### src/rtl/core/sih_pkg.sv
// Package for the symbol intern hash table unit.
// Holds the hash width and the back-end state enum.
`default_nettype none
package sih_pkg;
  localparam int unsigned HashW = 32;

  typedef enum logic [2:0] {
    BK_CLEAR,
    BK_IDLE,
    BK_MOD,
    BK_HOME,
    BK_READ,
    BK_CMP,
    BK_WRITE,
    BK_DONE
  } bk_state_e;
endpackage
`default_nettype wire

### src/rtl/core/sih_front.sv
// Front end: takes name bytes, updates the PJW hash, buffers the name.
// Depends on sih_pkg.
`default_nettype none
module sih_front #(
  parameter int unsigned MAX_LEN = 32,
  parameter int unsigned CW = 7,
  parameter int unsigned AW = 5
) (
  input  wire logic          clk_i,
  input  wire logic          rst_ni,
  input  wire logic          take_i,
  input  wire logic [7:0]    byte_i,
  input  wire logic          last_i,
  input  wire logic [AW-1:0] rd_addr_i,
  output logic      [7:0]    rd_data_o,
  output logic               done_o,
  output logic [sih_pkg::HashW-1:0] hash_o,
  output logic [CW-1:0]      len_o,
  output logic               ovf_o
);
  logic [sih_pkg::HashW-1:0] hash_q, h1, h2;
  logic [CW-1:0] cnt_q;
  logic ovf_q;
  logic [7:0] buf_q [MAX_LEN];

  function automatic logic [31:0] feed(input logic [31:0] h, input logic [7:0] c);
    logic [31:0] t;
    logic [31:0] g;
    t = (h << 4) + {24'd0, c};
    g = t & 32'hF000_0000;
    return t ^ (g | (g >> 24));
  endfunction

  assign h1 = feed(hash_q, byte_i);
  assign h2 = feed(h1, byte_i);

  // hash, count and overflow; cleared after the last byte
  always_ff @(posedge clk_i or negedge rst_ni) begin
    if (!rst_ni) begin
      hash_q <= '0;
      cnt_q  <= '0;
      ovf_q  <= 1'b0;
      done_o <= 1'b0;
      hash_o <= '0;
      len_o  <= '0;
      ovf_o  <= 1'b0;
    end else begin
      done_o <= take_i && last_i;
      if (take_i) begin
        if (last_i) begin
          hash_o <= h2;
          ovf_o  <= ovf_q || (cnt_q == CW'(MAX_LEN));
          len_o  <= (cnt_q == CW'(MAX_LEN)) ? cnt_q : cnt_q + CW'(1);
          hash_q <= '0;
          cnt_q  <= '0;
          ovf_q  <= 1'b0;
        end else begin
          hash_q <= h1;
          if (cnt_q == CW'(MAX_LEN)) ovf_q <= 1'b1;
          else cnt_q <= cnt_q + CW'(1);
        end
      end
    end
  end

  // name buffer
  always_ff @(posedge clk_i) begin
    if (take_i && cnt_q != CW'(MAX_LEN)) buf_q[cnt_q[AW-1:0]] <= byte_i;
    rd_data_o <= buf_q[rd_addr_i];
  end
endmodule
`default_nettype wire

### config.mk
export PLATFORM = sky130hd
export DESIGN_NAME = sih_front
export DESIGN_NICKNAME = d
export VERILOG_FILES = /design/src/rtl/core/sih_pkg.sv /design/src/rtl/core/sih_front.sv
export SDC_FILE = /design/constraint.sdc
export NUM_CORES = 1
export LEC_CHECK = 0
export ABC_CLOCK_PERIOD_IN_PS = 3100
export BUFFER_PORTS_ARGS = -buffer_cell sky130_fd_sc_hd__buf_2
export CAP_MARGIN = 20
export CORE_MARGIN = 2
export CORE_UTILIZATION = 55
export DETAILED_ROUTE_END_ITERATION = 8
export PLACE_DENSITY = 0.83
export SYNTH_ARGS = -nofsm -noshare
export SYNTH_HDL_FRONTEND = slang
export SYNTH_SLANG_ARGS = --single-unit
### constraint.sdc
create_clock -name clk_i -period 3.1 [get_ports clk_i]
set_clock_uncertainty 0.2 [all_clocks]
set_input_delay 0.155 -clock clk_i [delete_from_list [all_inputs] [get_ports clk_i]]
set_output_delay 0.155 -clock clk_i [all_outputs]
set_load 0.1 [all_outputs]
==> results.cfg, run 1 <==
[synth]
share_of_the_synthesized_netlist_area_taken_by_xor_and_xnor_gates_pct = 3.821
ys.flop_type = sky130_fd_sc_hd__edfxtp_1
synth_area_in_compound_gates_pct = 4.081
synthAdderAreaFrac_pct = 1.320
synth_largest_type_area_fraction_pct = 53.35
number_of_register_bits_inferred_by_synthesis = 337
synthTopCellsByArea = sky130_fd_sc_hd__edfxtp_1, sky130_fd_sc_hd__dfrtp_1, sky130_fd_sc_hd__mux4_2
yosys.area.top_type = sky130_fd_sc_hd__edfxtp_1
syn-mean-instance-area_um2 = 16.10
synth_enable_flop_cells = 256
synth.distinct_cells = 56
synth_simple_gate_area_share_pct = 7.537
async_flop_share_pct = 21.66
synth.cell_area_mm2 = 0.01441
yosysSeqAreaShare_pct = 67.14
postSynthCellCount = 895
largest_family_of_logic_cells_by_synthesized_area = multiplexers
synth.area.mux_share_pct = 13.82
yosys_warnings = 0

[critical_path]
crit_path_cell_trace = ha_4 -> fa_2 -> xnor2_1 -> a31oi_4 -> buf_4 -> buf_4 -> buf_4 -> buf_4 -> buf_4 -> o21a_1 -> o21ai_0 -> xnor2_1 -> o21ai_0
end_kind = flip-flop
timing.critical_path.from = hash_q[0]
r2r_start = hash_q[0]
worstSetupEndpoint = hash_o[12]
cp_data_arrival_time_ps = 3230
cpPeakStageDelay_ps = 420
timing.reg2reg.setup_slack_ps = 50
crit_required_ps = 3270
critPathMaxFanout = 3
worst-r2r-cell-count = 13
setup.worst_path.class = reg2reg
crit_path_top_delay_cell = sky130_fd_sc_hd__xnor2_1
start_kind = flip-flop
crit_top_cell = sky130_fd_sc_hd__buf_4
critical_path.reg2reg.endpoint = hash_o[12]

[timing]
worst_margin_pin_slew_ps = 969.3
setup_viol = 0
timing_max_transition_violations_final = 0
setup_repair_after_global_routing_missed_its_margin = yes
layout_min_cycle_time_ps = 3053
period_share_pct = 98.49
max_freq_mhz = 327.5
worst_max_slew_margin_expressed_relative_to_the_limit_pct = 35.38
final-hold-violation-count = 0

[die]
chipWidth_um = 165.9
starting_density_of_the_core_pct = 55.61
floorplan.die_area_mm2 = 0.02751
io-pin-count = 66
die_y_um = 165.9
placement_rows = 59
floorplan.core_area_mm2 = 0.02591

[job]
cap_violations = 0

[finish]
finish.utilization_pct = 65.02
postLayoutCellArea_mm2 = 0.01685
final_cells = 1390
layout.cells.most_common_list = sky130_fd_sc_hd__edfxtp_1, sky130_fd_sc_hd__mux4_2, sky130_fd_sc_hd__dfrtp_1
area_growth_syn_to_layout_pct = 16.93
final_nets = 1062
commonest_non_fill_non_tap_cell_in_the_layout = sky130_fd_sc_hd__edfxtp_1
fill_cells = 1684
drive_gt1_share_pct = 29.79

[grt]
grt_start_max_net_pins = 74
vias_in_the_first_global_route = 8645
globalRouteOverflowTotal = 0
first_pass_grt_wire_length_um = 52740
use_met2_pct = 41.01
grt_most_used_layer = met2
grt_util_met1_pct = 34.61
global_route_usage_sum_pct = 25.23
antenna_found_initial = 0
use_met3_pct = 5.100

[routing]
avgRoutedWirePerCell_um = 24.94
routed_via_density = 6.186
routed-via-count = 8599
drt.antenna.violating_nets = 0
drtPass1Iterations = 5
route.final.wire_length_um = 34660
drc_marker_count_from_the_first_detailed_route_iteration = 1018
drc = 0

[place]
dpl.hpwl_um = 21300
place_area_mm2 = 0.01547
gp_congestion = 0.9156
place.detailed.instances = 1311
portBuffers = 61

[cts]
clock_path_buffers = 3
cts-buffers-inserted = 34
cts_root_buffer = sky130_fd_sc_hd__clkbuf_16
cts_tree = built
clkTransAtPathRegs_ps = 60
worstSkewPairLatency_ps = 530
clock_sink_count = 337
htreeDepth = 2

[pwr]
pwr_density_cell_mw_per_mm2 = 666.5
worst_ir_drop_vdd_uv = 797.5
leakage_uw = 0.005927

[hold_path]
timing.hold.worst.class = in2reg

[status]
run_status = completed
[flip-flops by register name (all words and copies together), names as in the netlist]
name	count
hash_o	28
len_o	7
cnt_q	7
ovf_q	1
ovf_o	1
done_o	1
hash_q	28
rd_data_o	8
buf_q	256
[metrics by stage]
step	TNS [ps]	setup WS, ps	power [µW]	hold WS, ps
after global placement	0	5.724	7342	145.4
final	0	46.83	11230	53.42
after detailed placement	-1275	-193.7	7385	157.1
after global routing	-948.9	-142.4	11540	70.54
after floorplan	0	29.41	6837	-340.6
after CTS	0	3.986	11190	42.38
[power breakdown]
| part | leakage (µW) | internal (µW) | total, µW | switching [µW] |
|---|---|---|---|---|
| registers | 0.00334 | 5130 | 5280 | 152 |
| logic | 0.00210 | 568 | 2140 | 1570 |
| clock network | 0.000494 | 2120 | 3810 | 1700 |
| total | 0.00593 | 7810 | 11200 | 3420 |
[synthesized netlist by cell type (all sizes together) (12+ instances only)]
library cell	number
xnor2	52
ha	12
dfrtp	73
edfxtp	256
nor2	47
nand3	22
nand4	14
buf	15
mux2	15
clkbuf	30
nand2	59
inv	37
nor3	12
o22ai	29
mux4	80
o21ai	35
[logic make-up after synthesis]
kind of cell    after synthesis
compound gates               98
xor+xnor                     62
fa+ha+maj                    14
buf+inv                      82
flops                       337
mux                          97
other cells                   1
simple gates                204
[how the worst min path moves through the flow]
stage	start	end	slack, ps	depth (start not counted)
final	byte_i[3]	buf_q[21][3]	50	2
after floorplan	rst_ni	cnt_q[0]	-340	0
after global placement	rst_ni	hash_o[9]	150	1
after detailed placement	rst_ni	hash_o[9]	160	1
after global routing	byte_i[0]	buf_q[16][0]	70	2
after CTS	byte_i[0]	buf_q[19][0]	40	2
[final cells by class]
class	instances	area (µm²)	share of cell area [%]
sequential	337	9674	57.42
multi-input combinational	479	4619	27.42
timing repair buffer	142	978.4	5.807
clock buffer	47	930.9	5.525
tap	335	419.2	2.488
inverter	37	138.9	0.8243
clock inverter	12	85.08	0.5050
antenna	1	2.502	0.01485
[worst max-delay path, delay by kind of cell, from the launching register on]
kind | cells | cell delay [ps]
xor gates and xnor gates | 2 | 560
buffers and inverters | 5 | 640
DFF | 1 | 400
AOI/OAI and AO/OA | 4 | 530
adders and majority gates | 2 | 580
[timing repair]
item / CTS / global route
buffers inserted: 4 / 5
setup endpoints to repair: 17 / 21
hold endpoints to repair: 123 / 0
pin swaps: 2 / 12
cloned: 0 / 1
hold buffers: 10 / 0
gates resized for setup: 6 / 29
[per-layer routing]
metal / up-vias / wire length, µm / share of wire, %
li1: 3709 / - / -
met1: 4345 / 13420 / 39
met2: 468 / 17190 / 50
met3: 77 / 2978 / 8.6
met4: 0 / 1078 / 3.1
met5: - / 0 / 0
No activity file was read; power rests on OpenSTA's default activity.
==> run 2, diff against run 1 <==
--- a/config.mk
+++ b/config.mk
@@ -5,13 +5,14 @@
 export SDC_FILE = /design/constraint.sdc
 export NUM_CORES = 1
 export LEC_CHECK = 0
-export ABC_CLOCK_PERIOD_IN_PS = 3100
+export ABC_CLOCK_PERIOD_IN_PS = 2750
 export BUFFER_PORTS_ARGS = -buffer_cell sky130_fd_sc_hd__buf_2
 export CAP_MARGIN = 20
 export CORE_MARGIN = 2
-export CORE_UTILIZATION = 55
+export CORE_UTILIZATION = 58
+export CTS_BUF_LIST = sky130_fd_sc_hd__clkbuf_4 sky130_fd_sc_hd__clkbuf_8
 export DETAILED_ROUTE_END_ITERATION = 8
-export PLACE_DENSITY = 0.83
+export PLACE_DENSITY = 0.87
 export SYNTH_ARGS = -nofsm -noshare
 export SYNTH_HDL_FRONTEND = slang
 export SYNTH_SLANG_ARGS = --single-unit
==> constraint.sdc (replaced) <==
create_clock -name clk_i -period 2.75 [get_ports clk_i]
set_clock_uncertainty 0.2 [all_clocks]
set_input_delay 0.1375 -clock clk_i [delete_from_list [all_inputs] [get_ports clk_i]]
set_output_delay 0.1375 -clock clk_i [all_outputs]
set_load 0.1 [all_outputs]
==> results.cfg, run 2 (synthesis gave the netlist of run 1 again) <==
[timing]
whs_ps = 31.33
layout_min_cycle_time_ps = 3019
setup_viol = 20
period_share_pct = 109.8
max_freq_mhz = 331.3
fin_setup_tns_ps = -2989
timing_max_transition_violations_final = 0
worst_max_slew_margin_expressed_relative_to_the_limit_pct = 38.63
fin_ws_ps = -268.8
setup_repair_after_global_routing_missed_its_margin = yes
worst_margin_pin_slew_ps = 920.5
final-hold-violation-count = 0

[status]
failed_checks = setup timing
run_status = finished, violations left

[finish]
postLayoutCellArea_mm2 = 0.01749
n_antenna_cell = 0
commonest_non_fill_non_tap_cell_in_the_layout = sky130_fd_sc_hd__edfxtp_1
number_of_flip_flops_under_the_largest_register_name = 256
drive_gt1_share_pct = 37.06
layout.cells.most_common_list = sky130_fd_sc_hd__edfxtp_1, sky130_fd_sc_hd__buf_4, sky130_fd_sc_hd__mux4_2
area_growth_syn_to_layout_pct = 21.37
final_nets = 1128
fill_cells = 1337

[die]
floorplan.core_area_mm2 = 0.02432
die_y_um = 161.6
io-pin-count = 66
placement_rows = 57
starting_density_of_the_core_pct = 59.25
floorplan.die_area_mm2 = 0.02612
chipWidth_um = 161.6

[cts]
clock_sink_count = 337
cts_root_buffer = sky130_fd_sc_hd__clkbuf_8
cts_tree = built
htreeDepth = 2
clock_path_buffers = 3
worstSkewPairLatency_ps = 590
clkTransAtPathRegs_ps = 60
cts-buffers-inserted = 51

[grt]
first_pass_grt_wire_length_um = 53560
global_route_usage_sum_pct = 27.55
grt_start_max_net_pins = 74
globalRouteOverflowTotal = 0
antenna_found_initial = 0
vias_in_the_first_global_route = 9136

[place]
gp_congestion = 0.9016
portBuffers = 61
place_area_mm2 = 0.01590
dpl.hpwl_um = 23430

[critical_path]
end_kind = flip-flop
crit_path_top_delay_cell = sky130_fd_sc_hd__dfrtp_1
critPathMaxFanout = 5
path_buf_inv = 1
crit_required_ps = 3050
start_kind = flip-flop
critical_path.top_delay_family = compound AO/OA/AOI/OAI gates
timing.critical_path.depth = 11
cpPeakStageDelay_ps = 400
worst-r2r-cell-count = 11
crit_path_cell_trace = ha_4 -> fa_2 -> a211oi_4 -> or4b_4 -> o32ai_4 -> o31ai_2 -> nor3_2 -> buf_4 -> and3_1 -> a31o_2 -> a31oi_1
setup.worst_path.class = reg2reg
cp_data_arrival_time_ps = 3320

[routing]
route.final.wire_length_um = 36170
drc_marker_count_from_the_first_detailed_route_iteration = 1038
avgRoutedWirePerCell_um = 24.77
drtPass1Iterations = 7
drc = 0
routed-via-count = 9048
drt.antenna.violating_nets = 0
routed_via_density = 6.197

[job]
cap_violations = 0

[pwr]
leakage_uw = 0.006327
worst_ir_drop_vdd_uv = 562.4
pwr_density_cell_mw_per_mm2 = 724.0

[hold_path]
min_delay_path_depth = 3
timing.hold.worst.class = in2reg
## run 2: cell count changes in the layout (fill, tap and decap cells not counted), moves of 6 or more
cell	delta
sky130_fd_sc_hd__clkbuf_16	-35
sky130_fd_sc_hd__xnor2_1	-7
sky130_fd_sc_hd__clkbuf_8	+56
sky130_fd_sc_hd__buf_4	+40
sky130_fd_sc_hd__clkinv_1	+6
sky130_fd_sc_hd__clkbuf_4	+16
sky130_fd_sc_hd__xnor2_2	+6
sky130_fd_sc_hd__buf_6	+6
sky130_fd_sc_hd__o21ai_1	+6
sky130_fd_sc_hd__clkbuf_1	-11
sky130_fd_sc_hd__o21ai_0	-7
## run 2: repair_timing
item / in CTS / in global routing
setup buffers: 4 / 5
hold endpoints to repair: 245 / 0
pin swaps: 13 / 9
gates cloned: 0 / 2
setup endpoints to repair: 22 / 47
resized for setup: 22 / 51
hold buffers: 12 / 0
## run 2: where the power goes
part	total (µW)	switching, µW	internal, µW
registers	5950	172	5780
logic	2570	1860	711
clock network	4140	1910	2230
total	12700	3940	8720
## run 2: cell type report
type / instances / area (µm²) / share of cell area, %
Sequential cell: 337 / 9674 / 55.32
Multi-Input combinational cell: 479 / 4823 / 27.58
Timing Repair Buffer: 191 / 1404 / 8.028
Clock buffer: 73 / 904.6 / 5.173
Tap cell: 324 / 405.4 / 2.318
Inverter: 37 / 138.9 / 0.7942
Clock inverter: 19 / 137.6 / 0.7870
## run 2: per-stage QoR
stage | instances | setup WS, ps | total power, µW | utilization [%]
3_5_place_dp | 1346 | -209.0 | 8447 | 65.40
2_1_floorplan | 898 | -94.64 | 7731 | -
5_1_grt | 1460 | -332.4 | 13030 | 71.91
4_1_cts | 1453 | -151.7 | 12610 | 70.78
3_3_place_gp | 1346 | -166.4 | 8356 | 65.40
6_report | 1460 | -268.8 | 12660 | 71.91
## run 2: final timing paths
check	startpoint	end	slack, ps
min	rd_addr_i[3]	rd_data_o[0]	30
max	hash_q[0]	hash_o[7]	-270
min reg2reg	len_o[3]	len_o[3]	270
min in group asynchronous	rst_ni	hash_o[25]	50
max in group asynchronous	rst_ni	hash_q[0]	1720
max reg2reg	hash_q[0]	hash_o[7]	-270
## run 2: worst min-delay path, delay by kind of cell
kind | cells | cell delay (ps)
mux | 2 | 400
buf+inv | 1 | 250
## run 2: metal layers
layer / part of all wire (%) / vias to the layer above / wire (µm) / global-route usage, %
met5: 0 / - / 0 / 0
met4: 4.3 / 0 / 1545 / 9.936
met3: 8.4 / 122 / 3051 / 5.958
met2: 52 / 502 / 18700 / 47.38
met1: 36 / 4574 / 12870 / 34.94
li1: - / 3850 / - / -
